### src/sv/pfu_pkg.sv
// Package of shared types, constants and helpers for the packed field unpacker.
package pfu_pkg;

   localparam int WORD_BITS      = 64;
   localparam int MAX_ENTRY_BITS = 8;
   localparam int WIDTH_BITS     = 4;
   localparam int LEFT_BITS      = $clog2(WORD_BITS + 1);

   typedef logic [WIDTH_BITS-1:0]     width_type;
   typedef logic [MAX_ENTRY_BITS-1:0] entry_type;
   typedef logic [WORD_BITS-1:0]      word_type;
   typedef logic [LEFT_BITS-1:0]      left_type;
   typedef logic [2:0]                miss_type;

   localparam width_type WIDTH_RESET = width_type'(4);

   // One step of the sequencer as seen by the output stage.
   typedef struct packed {
      logic      valid;
      entry_type entry;
      logic      last;
   } step_type;

   // Map a raw width code to the usable range 1..MAX_ENTRY_BITS.
   function automatic width_type eff_width(input width_type raw);
      width_type w;
      w = raw;
      if (w == width_type'(0)) begin
         w = width_type'(1);
      end else if (w > width_type'(MAX_ENTRY_BITS)) begin
         w = width_type'(MAX_ENTRY_BITS);
      end
      return w;
   endfunction

   // Ones in the n low bits of an entry.
   function automatic entry_type low_mask(input width_type n);
      logic [MAX_ENTRY_BITS:0] m;
      m = '0;
      if (n >= width_type'(MAX_ENTRY_BITS)) begin
         m = {1'b0, {MAX_ENTRY_BITS{1'b1}}};
      end else begin
         m = ((MAX_ENTRY_BITS+1)'(1) << n) - (MAX_ENTRY_BITS+1)'(1);
      end
      return m[MAX_ENTRY_BITS-1:0];
   endfunction

endpackage

### src/sv/pfu_extract.sv
// Shared shift-and-mask unit: takes one entry off the low end of the word.
module pfu_extract (
   input  pfu_pkg::word_type  word,
   input  pfu_pkg::entry_type pend,
   input  logic               carry,
   input  pfu_pkg::miss_type  miss,
   input  pfu_pkg::width_type width,
   output pfu_pkg::entry_type entry,
   output pfu_pkg::word_type  shifted
);
   import pfu_pkg::*;

   width_type                 take;
   width_type                 base;
   entry_type                 hi;
   logic [2*MAX_ENTRY_BITS-1:0] placed;
   entry_type                 low_part;

   always_comb begin
      take     = carry ? {1'b0, miss} : width;
      base     = carry ? width - {1'b0, miss} : width_type'(0);
      hi       = word[MAX_ENTRY_BITS-1:0] & low_mask(take);
      placed   = {{MAX_ENTRY_BITS{1'b0}}, hi} << base;
      low_part = carry ? pend : entry_type'(0);
      entry    = (low_part | placed[MAX_ENTRY_BITS-1:0]) & low_mask(width);
      shifted  = word >> take;
   end

endmodule

### src/sv/pfu_seq.sv
// Sequencer: holds the word and the carry, and steps the shared extractor once per entry.
module pfu_seq (
   input  logic               clock,
   input  logic               reset,
   input  logic               clear,
   input  pfu_pkg::width_type width,
   input  logic               load,
   input  pfu_pkg::word_type  load_word,
   input  logic               load_last,
   input  logic               go,
   output logic               idle,
   output pfu_pkg::step_type  step
);
   import pfu_pkg::*;

   typedef enum logic {ST_IDLE, ST_RUN} state_type;

   state_type state_ff, state_in;
   word_type  word_ff, word_in;
   left_type  left_ff, left_in;
   logic      last_ff, last_in;
   logic      first_ff, first_in;
   entry_type pend_ff, pend_in;
   miss_type  miss_ff, miss_in;

   logic      carry;
   logic      partial;
   width_type take;
   left_type  left_next;
   logic      done;
   entry_type entry;
   word_type  shifted;

   pfu_extract u_extract (
      .word    (word_ff),
      .pend    (pend_ff),
      .carry   (carry),
      .miss    (miss_ff),
      .width   (width),
      .entry   (entry),
      .shifted (shifted)
   );

   always_comb begin
      carry     = first_ff && (miss_ff != miss_type'(0)) && ({1'b0, miss_ff} < width);
      partial   = !carry && (left_ff < left_type'(width));
      take      = carry ? {1'b0, miss_ff} : width;
      left_next = partial ? left_type'(0) : left_ff - left_type'(take);
      done      = partial || (left_next == left_type'(0))
                  || (!last_ff && (left_next < left_type'(width)));

      idle       = (state_ff == ST_IDLE);
      step.valid = (state_ff == ST_RUN);
      step.entry = entry;
      step.last  = done;

      state_in = state_ff;
      word_in  = word_ff;
      left_in  = left_ff;
      last_in  = last_ff;
      first_in = first_ff;
      pend_in  = pend_ff;
      miss_in  = miss_ff;

      unique case (state_ff)
         ST_IDLE: begin
            if (load) begin
               word_in  = load_word;
               left_in  = left_type'(WORD_BITS);
               last_in  = load_last;
               first_in = 1'b1;
               state_in = ST_RUN;
            end
         end
         ST_RUN: begin
            if (go) begin
               word_in  = shifted;
               left_in  = left_next;
               first_in = 1'b0;
               if (done) begin
                  state_in = ST_IDLE;
                  if (!partial && left_next != left_type'(0) && !last_ff) begin
                     // Park the straddling low bits until the next word.
                     pend_in = shifted[MAX_ENTRY_BITS-1:0] & low_mask(width);
                     miss_in = miss_type'(width - width_type'(left_next));
                  end else begin
                     pend_in = '0;
                     miss_in = '0;
                  end
               end
            end
         end
         default: state_in = ST_IDLE;
      endcase

      if (clear) begin
         pend_in = '0;
         miss_in = '0;
      end
   end

   always_ff @(posedge clock) begin
      if (reset) begin
         state_ff <= ST_IDLE;
         first_ff <= 1'b0;
         pend_ff  <= '0;
         miss_ff  <= '0;
      end else begin
         state_ff <= state_in;
         first_ff <= first_in;
         pend_ff  <= pend_in;
         miss_ff  <= miss_in;
      end
      word_ff <= word_in;
      left_ff <= left_in;
      last_ff <= last_in;
   end

endmodule

### src/sv/packed_field_unpacker.sv
// Top level of the packed field unpacker: config register, sequencer and output register.
// Splits each 64-bit word of a densely packed array into entries of entry_width bits
// (1 to 8; 0 reads as 1, 9..15 as 8), lowest bits first, one entry per beat on rsp_.
// An entry that straddles two words is finished from the low bits of the next word;
// on a word with req_tlast set a trailing partial entry goes out with only the bits it
// has and the carry drops. rsp_tlast marks the final entry of each word. A word is
// accepted while the sequencer is idle, then the single shared shift-and-mask unit
// peels one entry a cycle, holding whenever the output register is full and not
// being drained. req_tready is low while a word is being split; the next word is
// taken while the final entry still waits in the output register.
// Writing entry_width clears any carry; write it only while the block is idle.
module packed_field_unpacker (
   input  logic                      clock,
   input  logic                      reset,
   input  logic                      csr_wen,
   input  pfu_pkg::width_type        csr_wdata,   // entry_width
   input  logic                      req_tvalid,
   output logic                      req_tready,
   input  pfu_pkg::word_type         req_tdata,   // [63:0] packed_word
   input  logic                      req_tlast,   // last_word
   output logic                      rsp_tvalid,
   input  logic                      rsp_tready,
   output pfu_pkg::entry_type        rsp_tdata,   // [7:0] entry
   output logic                      rsp_tlast    // last_of_word
);
   import pfu_pkg::*;

   width_type width_ff;
   logic      rsp_valid_ff, rsp_valid_in;
   entry_type rsp_data_ff, rsp_data_in;
   logic      rsp_last_ff, rsp_last_in;

   logic      out_free;
   logic      seq_idle;
   logic      req_beat;
   step_type  step;

   assign out_free = !rsp_valid_ff || rsp_tready;
   assign req_beat = req_tvalid && req_tready;

   // Hold the saturated width so the datapath never sees an out-of-range code.
   always_ff @(posedge clock) begin
      if (reset) begin
         width_ff <= WIDTH_RESET;
      end else if (csr_wen) begin
         width_ff <= eff_width(csr_wdata);
      end
   end

   pfu_seq u_seq (
      .clock     (clock),
      .reset     (reset),
      .clear     (csr_wen),
      .width     (width_ff),
      .load      (req_beat),
      .load_word (req_tdata),
      .load_last (req_tlast),
      .go        (out_free),
      .idle      (seq_idle),
      .step      (step)
   );

   assign req_tready = seq_idle;

   // Advance the output register whenever the slot is empty or being drained.
   always_comb begin
      rsp_valid_in = rsp_valid_ff;
      rsp_data_in  = rsp_data_ff;
      rsp_last_in  = rsp_last_ff;
      if (out_free) begin
         rsp_valid_in = step.valid;
         rsp_data_in  = step.entry;
         rsp_last_in  = step.last;
      end
   end

   always_ff @(posedge clock) begin
      if (reset) begin
         rsp_valid_ff <= 1'b0;
      end else begin
         rsp_valid_ff <= rsp_valid_in;
      end
      rsp_data_ff <= rsp_data_in;
      rsp_last_ff <= rsp_last_in;
   end

   assign rsp_tvalid = rsp_valid_ff;
   assign rsp_tdata  = rsp_data_ff;
   assign rsp_tlast  = rsp_last_ff;

   // A word beat always starts a run, so the input side closes right after.
   a_busy_after_beat: assert property (@(posedge clock) disable iff (reset)
      req_beat |=> !req_tready)
      else $error("req_tready high right after a word beat");

   // The width register only ever holds a usable width.
   a_width_range: assert property (@(posedge clock) disable iff (reset)
      (width_ff >= width_type'(1)) && (width_ff <= width_type'(MAX_ENTRY_BITS)))
      else $error("entry width out of range");

   // The final entry of a word, once taken, returns the sequencer to idle.
   a_idle_after_last: assert property (@(posedge clock) disable iff (reset)
      (step.valid && out_free && step.last) |=> req_tready)
      else $error("sequencer still busy after the final entry of a word");

   // An entry moves into the output only while the sequencer runs.
   a_step_only_busy: assert property (@(posedge clock) disable iff (reset)
      step.valid |-> !req_tready)
      else $error("step valid while sequencer idle");

endmodule

### config.mk
export PLATFORM = sky130hd
export DESIGN_NAME = packed_field_unpacker
export DESIGN_NICKNAME = d
export VERILOG_FILES = /design/src/sv/pfu_pkg.sv /design/src/sv/pfu_extract.sv /design/src/sv/pfu_seq.sv /design/src/sv/packed_field_unpacker.sv
export SDC_FILE = /design/constraint.sdc
export NUM_CORES = 1
export LEC_CHECK = 0
export BUFFER_PORTS_ARGS = -buffer_cell sky130_fd_sc_hd__buf_2
export CORE_MARGIN = 10
export CORE_UTILIZATION = 50
export DETAILED_ROUTE_END_ITERATION = 10
export HOLD_SLACK_MARGIN = 0.08
export PLACE_DENSITY = 0.75
export SETUP_SLACK_MARGIN = 0.1
export SYNTH_ARGS = -nofsm -noshare
export SYNTH_HDL_FRONTEND = slang
export SYNTH_HIERARCHICAL = 1
export SYNTH_SLANG_ARGS = --single-unit
export TNS_END_PERCENT = 50
### constraint.sdc
create_clock -name clock -period 7.7 [get_ports clock]
set_input_delay 1.54 -clock clock [delete_from_list [all_inputs] [get_ports clock]]
set_output_delay 1.54 -clock clock [all_outputs]
set_load 0.02 [all_outputs]
---- Word-level counts from Yosys, hierarchy flattened ----
Cells that the tools add are included.
word-level totals
  output and inout port bits .............. 11
  register bits after elaboration ......... 99
  logic and storage cells ................. 82
  input bits .............................. 74
operators by class
  mux-type cells .......................... 27
  add/sub/neg operators ................... 5
  shifts and indexed selects .............. 4
  reduce and logical (&&, ||, !) cells .... 22
  magnitude comparators ................... 6
  bitwise operators ....................... 5
  equal/unequal tests ..................... 2
operators with widths
  kind                                               count
  2-to-1 mux 64 bit                                  2
  case mux 64 bit (2 select lines)                   1
  2-to-1 mux 8 bit                                   8
  >> shifter 64 x 4 -> 64 bit                        1
  bitwise AND 8 bit                                  3
  2-to-1 mux 7 bit                                   3
  2-to-1 mux 4 bit                                   4
  << shifter 1 x 4 -> 8 bit (first input constant)   2
  subtractor 8 x 2 -> 8 bit (second input constant)  2
  less-than comparator 7 x 4 -> 1 bit                2
  case mux 7 bit (2 select lines)                    1
  >= comparator 4 bit (second input constant)        2
  bitwise OR 8 bit                                   1
  << shifter 8 x 4 -> 8 bit                          1
  logical AND 1 bit                                  7
  zero test 7 bit                                    1
  nonzero test 7 bit                                 1
  subtractor 7 x 4 -> 7 bit                          1
  2-to-1 mux 1 bit                                   5
  > comparator 4 bit (second input constant)         1
  zero test 1 bit                                    4
  zero test 4 bit                                    1
  less-than comparator 3 x 4 -> 1 bit                1
  case mux 1 bit (2 select lines)                    2
  11 further kinds                                   14

---- Logic depth before layout (Yosys ltp) ----
  depth in word-level cells ............... 15
  gate-level depth with buffers ........... 20
  gate-level depth less buffers ........... 19

---- Hierarchy ----
The synthesis kept the hierarchy.
by module, submodules not included
  module                 cells each  times used  sequential area each (sq um)  area each (sq um)
  pfu_seq                300         1           2422.3                        4261.6
  pfu_extract            448         1           0.0                           3612.2
  packed_field_unpacker  30          1           370.4                         479.2

---- Worst setup path before layout ----
No wires, ideal clock.
  path kind ............................... input-to-reg
  from .................................... input req_tvalid
  to ...................................... register u_seq.left_ff[0] (enable)
  arrival time ............................ 6.691 ns
  library setup time ...................... 0.598 ns
  data required time ...................... 7.102 ns
  slack ................................... 0.411 ns
  stages .................................. 3
  buffers on the path ..................... 0
  cells stage by stage .................... and2_1 inv_1 o21ai_0
between the ends
  cells in the longest elaborated chain, start to end .. 3
ends and longest elaborated chain
  what                                     line                         RTL
  from (decl)                              packed_field_unpacker.sv:17  input logic req_tvalid,
  logical AND 1 bit                        packed_field_unpacker.sv:39  assign req_beat = req_tvalid && req_tready;
  != test 2 x 1 -> 1 bit (no source line)  -
  AND reduction 2 bit (no source line)     -
  to (signal assigned)                     pfu_seq.sv:115               left_ff <= left_in;
  to (decl)                                pfu_seq.sv:20                left_type left_ff, left_in;
No other way between the ends.
A chain may end at the register's enable or synchronous reset.

---- Final worst setup path ----
  from .................................... register width_ff[2]
  to ...................................... register u_seq.miss_ff[1]
between the ends
  cells in the longest elaborated chain, start to end .. 9
  elaborated cells between the ends (all ways) .. 20
  classes of those cells .................. 2 x add/sub; 3 x order compare; 3 x mux; 12 x reduce/logical
ends and longest elaborated chain
  what                                                                      line                          RTL
  from (decl)                                                               packed_field_unpacker.sv:28   width_type width_ff;
  from (signal assigned)                                                    packed_field_unpacker.sv:46   width_ff <= eff_width(csr_wdata);
  less-than comparator 3 x 4 -> 1 bit *                                     pfu_seq.sv:45                 carry = first_ff && (miss_ff != miss_type'(0)) && ({1'b0, miss_ff} < width);
  logical AND 1 bit *                                                       pfu_seq.sv:45
  named net u_seq.carry                                                     pfu_seq.sv:26                 logic carry;
  2-to-1 mux 4 bit or zero test 1 bit (tied branches)                       pfu_seq.sv:47, pfu_seq.sv:46
  subtractor 7 x 4 -> 7 bit or logical AND 1 bit (tied branches)            pfu_seq.sv:48, pfu_seq.sv:46
  2-to-1 mux 7 bit *                                                        pfu_seq.sv:48                 left_next = partial ? left_type'(0) : left_ff - left_type'(take);
  named net u_seq.left_next[3]                                              pfu_seq.sv:29                 left_type left_next;
  less-than comparator 7 x 4 -> 1 bit, or another cell as far along         pfu_seq.sv:50                 || (!last_ff && (left_next < left_type'(width)));
  logical AND 1 bit, or another cell as far along                           pfu_seq.sv:50
  logical OR 1 bit or logical AND 1 bit (tied branches)                     pfu_seq.sv:50, pfu_seq.sv:82
  AND reduction 3 bit (no source line) or 2-to-1 mux 3 bit (tied branches)  -
  to (signal assigned)                                                      pfu_seq.sv:112                miss_ff <= miss_in;
  to (decl)                                                                 pfu_seq.sv:24                 miss_type miss_ff, miss_in;
Mark *: on every way through the listed nets, which the timed path passes. The rest lies on a longest branch.

==> results.json <==
{
  "status": "finished clean",
  "portBuffers": 84,
  "crit_path_cell_trace": "inv_1, ha_1, nand2b_1, o311ai_0, a31oi_4, nor2_1, a21o_1, inv_1, ha_1, and2b_2, o22ai_1, xor2_1, nor2_1, ha_1, a211oi_1, o21ai_0, a2111o_1, or4b_4, o2bb2ai_2",
  "route.detailed.wl_per_inst_um": 20.0,
  "cp.required_ps": 7990,
  "slowest_stage": "dfxtp_1",
  "area_growth_pct": 9.81,
  "async_flop_share": 0,
  "synth.distinct_cells": 76,
  "synth_edf_count": 81,
  "timing.final.crit_share": 0.695,
  "drt-pass1-iter-count": 5,
  "placed_cell_area_um2": 8870,
  "grt_use_total": 0.187,
  "reg2reg_depth": 19,
  "route.detailed.drc": 0,
  "final_antenna_net_count": 0,
  "start_kind": "register",
  "path_clk_slew_ps": 70,
  "hold_viol": 0,
  "vdd_ir_drop_max_mv": 0.133,
  "arrival_ps": 5640,
  "clkLatencyLatePin_ps": 360,
  "r2r_slack_ps": 2350,
  "crit_fanout": 17,
  "start_util": 0.507,
  "holdBufCountCts": 0,
  "fin_util": 0.557,
  "holdCritStartpoint": "u_seq/pend_ff[0]$_SDFFE_PP0P_",
  "fp-row-count": 47,
  "setup.worst_path.end_class": "register",
  "die_w_um": 149,
  "cts-buffers-inserted": 9,
  "grt_pass1_wl_mm": 33.9,
  "grt_pass1_vias": 6302,
  "grt_max_degree": 79,
  "drtIter0Drc": 550,
  "grt_antenna_before_repair": 0,
  "setup_tns_ps": 0,
  "power_density_nw_per_um2": 193,
  "gp_congestion": 0.915,
  "min_to": "u_seq/pend_ff[0]$_SDFFE_PP0P_",
  "synth_seq_area_share": 0.334,
  "fmax_ghz": 0.187,
  "setup_ws_ps": 2350,
  "hold_class": "reg2reg",
  "period_minus_slack_ps": 5350,
  "vias_per_cell": 6.04,
  "synthFlopType": "edfxtp_1",
  "die_height_um": 149,
  "cts_setup_buffers": 0,
  "slew_violations": 0,
  "rsz0062_at_grt": "no",
  "cts.repair.resized": 0,
  "avgSynthCellArea_um2": 10.7,
  "cts_root_buf": "clkbuf_16",
  "vias": 6358,
  "dp_slack_ps": 2440,
  "r2r_end": "u_seq/miss_ff[1]$_SDFFE_PP0P_",
  "final_cell_area_um2": 9170,
  "hold_depth": 1,
  "yosysWarningCount": 6,
  "setup_viol": 0,
  "htreeDepth": 3,
  "fin_worst_skew_ps": 15.8,
  "totalWireLength_mm": 21.1,
  "cap_violations": 0,
  "dieArea_um2": 22300,
  "diodes": 0,
  "slowest_delay_ps": 730,
  "syn_nets": 875,
  "grt_overflow": 0,
  "syn_inst": 778,
  "final_nets": 925,
  "coreArea_um2": 16500,
  "power.leakage_nw": 3.66,
  "dp_hpwl_mm": 15.3,
  "drive_gt1_frac": 0.247,
  "ys_ff_latch": 99,
  "syn_area_um2": 8350,
  "critical_path_class": "reg2reg",
  "ios": 85,
  "cts_buffer_depth": 2,
  "timing.rr.start": "width_ff[2]$_SDFFE_PP1P_",
  "tightest_slew_ps": 1110,
  "clock_sinks": 99,
  "slew_headroom": 0.257,
  "cts_tree": "built",
  "fin_cells": 1053,
  "cp_common_cell": "ha_1",
  "dp.cells": 1037
}
kinds of logic after synthesis:
| family | synth area share |
|---|---|
| muxes | 0.355 |
| and+or+nand+nor | 0.0911 |
| AOI/OAI and AO/OA | 0.117 |
| DFF | 0.334 |
| buffers and inverters | 0.0485 |
| adders and majority gates | 0.0371 |
| xor gates and xnor gates | 0.0166 |
where the power goes:
| group | switching, mW | internal [mW] | leakage (nW) |
|---|---|---|---|
| clock network | 0.220 | 0.245 | 0.152 |
| logic | 0.323 | 0.251 | 2.56 |
| registers | 0.0625 | 0.669 | 0.950 |
metrics by stage:
| step | total power [mW] | hold slack, ps |
|---|---|---|
| 3_3_place_gp | 1.30 | 471 |
| 4_1_cts | 1.78 | 482 |
| 3_5_place_dp | 1.31 | 471 |
| 2_1_floorplan | 1.16 | 447 |
| 6_report | 1.77 | 485 |
| 5_1_grt | 1.86 | 492 |
layout by cell type, fill, tap and decap left out, types with 4 or more instances in the layout:
cell / netlist / routed
nor3b_1: 5 / 5
clkbuf_16: 0 / 10
edfxtp_1: 81 / 81
and2_1: 5 / 5
o211ai_1: 10 / 10
nand3_1: 12 / 12
mux2i_1: 212 / 211
inv_1: 27 / 27
nand2_1: 34 / 34
o21ai_0: 19 / 18
nor2_1: 34 / 33
mux4_2: 4 / 4
mux2_2: 65 / 65
o22ai_1: 4 / 4
ha_1: 20 / 20
buf_4: 12 / 9
dfxtp_1: 18 / 17
nand2b_1: 12 / 12
nand3b_1: 4 / 4
a21oi_1: 34 / 34
xnor2_1: 8 / 8
o2bb2ai_2: 9 / 9
nor2b_1: 14 / 14
buf_2: 18 / 84
xor2_1: 6 / 6
nor3_1: 10 / 10
a211oi_1: 11 / 11
per-layer routing:
layer  track usage  vias up  routed length, µm
li1              -     3059                  -
met1         0.261     3057               9750
met2         0.285      209               9640
met3        0.0385       33               1330
met4        0.0584        0                382
met5             0        -                  0
registers in the layout, summed over array words and instances, names as in the netlist, 3 cells and up:
register       cells
u_seq/left_ff      7
width_ff           4
rsp_tdata          8
u_seq/word_ff     64
u_seq/miss_ff      3
u_seq/pend_ff      8
how the worst max path moves through the flow:
stage / start / endpoint / slack [ps] / depth (start not counted)
3_3_place_gp: width_ff[1]$_SDFFE_PP0P_ / u_seq/miss_ff[2]$_SDFFE_PP0P_ / 2530 / 18
3_5_place_dp: width_ff[2]$_SDFFE_PP1P_ / u_seq/miss_ff[2]$_SDFFE_PP0P_ / 2440 / 19
4_1_cts: width_ff[2]$_SDFFE_PP1P_ / u_seq/miss_ff[1]$_SDFFE_PP0P_ / 2410 / 19
2_1_floorplan: req_tvalid / u_seq/left_ff[0]$_SDFFCE_PN0P_ / 410 / 3
5_1_grt: width_ff[1]$_SDFFE_PP0P_ / u_seq/miss_ff[1]$_SDFFE_PP0P_ / 1980 / 18
6_report: width_ff[2]$_SDFFE_PP1P_ / u_seq/miss_ff[1]$_SDFFE_PP0P_ / 2350 / 19
synth_stat cells, drive strengths merged (12+ instances only):
master | n | area, µm²
nand3 | 12 | 60.1
mux2i | 213 | 2140
nand2b | 12 | 75.1
mux2 | 65 | 732
edfxtp | 81 | 2430
a21oi | 34 | 170
buf | 35 | 221
ha | 20 | 250
inv | 27 | 101
clkbuf | 19 | 82.6
dfxtp | 18 | 360
nor2b | 15 | 101
o21ai | 22 | 114
nand2 | 34 | 128
nor2 | 34 | 128
area by class of cell:
class / count / area, µm²
Tap cell: 220 / 275
Clock buffer: 10 / 250
Inverter: 27 / 101
Timing Repair Buffer: 93 / 488
Fill cell: 1468 / 7290
Sequential cell: 99 / 2800
Clock inverter: 6 / 55.1
Multi-Input combinational cell: 598 / 5210
critical path, delay by kind of cell (launching register included):
kind / cells / cell delay, ps
AND/OR/NAND/NOR: 5 / 1100
XOR/XNOR: 1 / 240
adder cells (fa/ha/maj): 3 / 790
AO/OA/AOI/OAI: 8 / 2030
flip-flops: 1 / 730
buffers and inverters: 2 / 370
No activity file was read; power rests on OpenSTA's default activity.
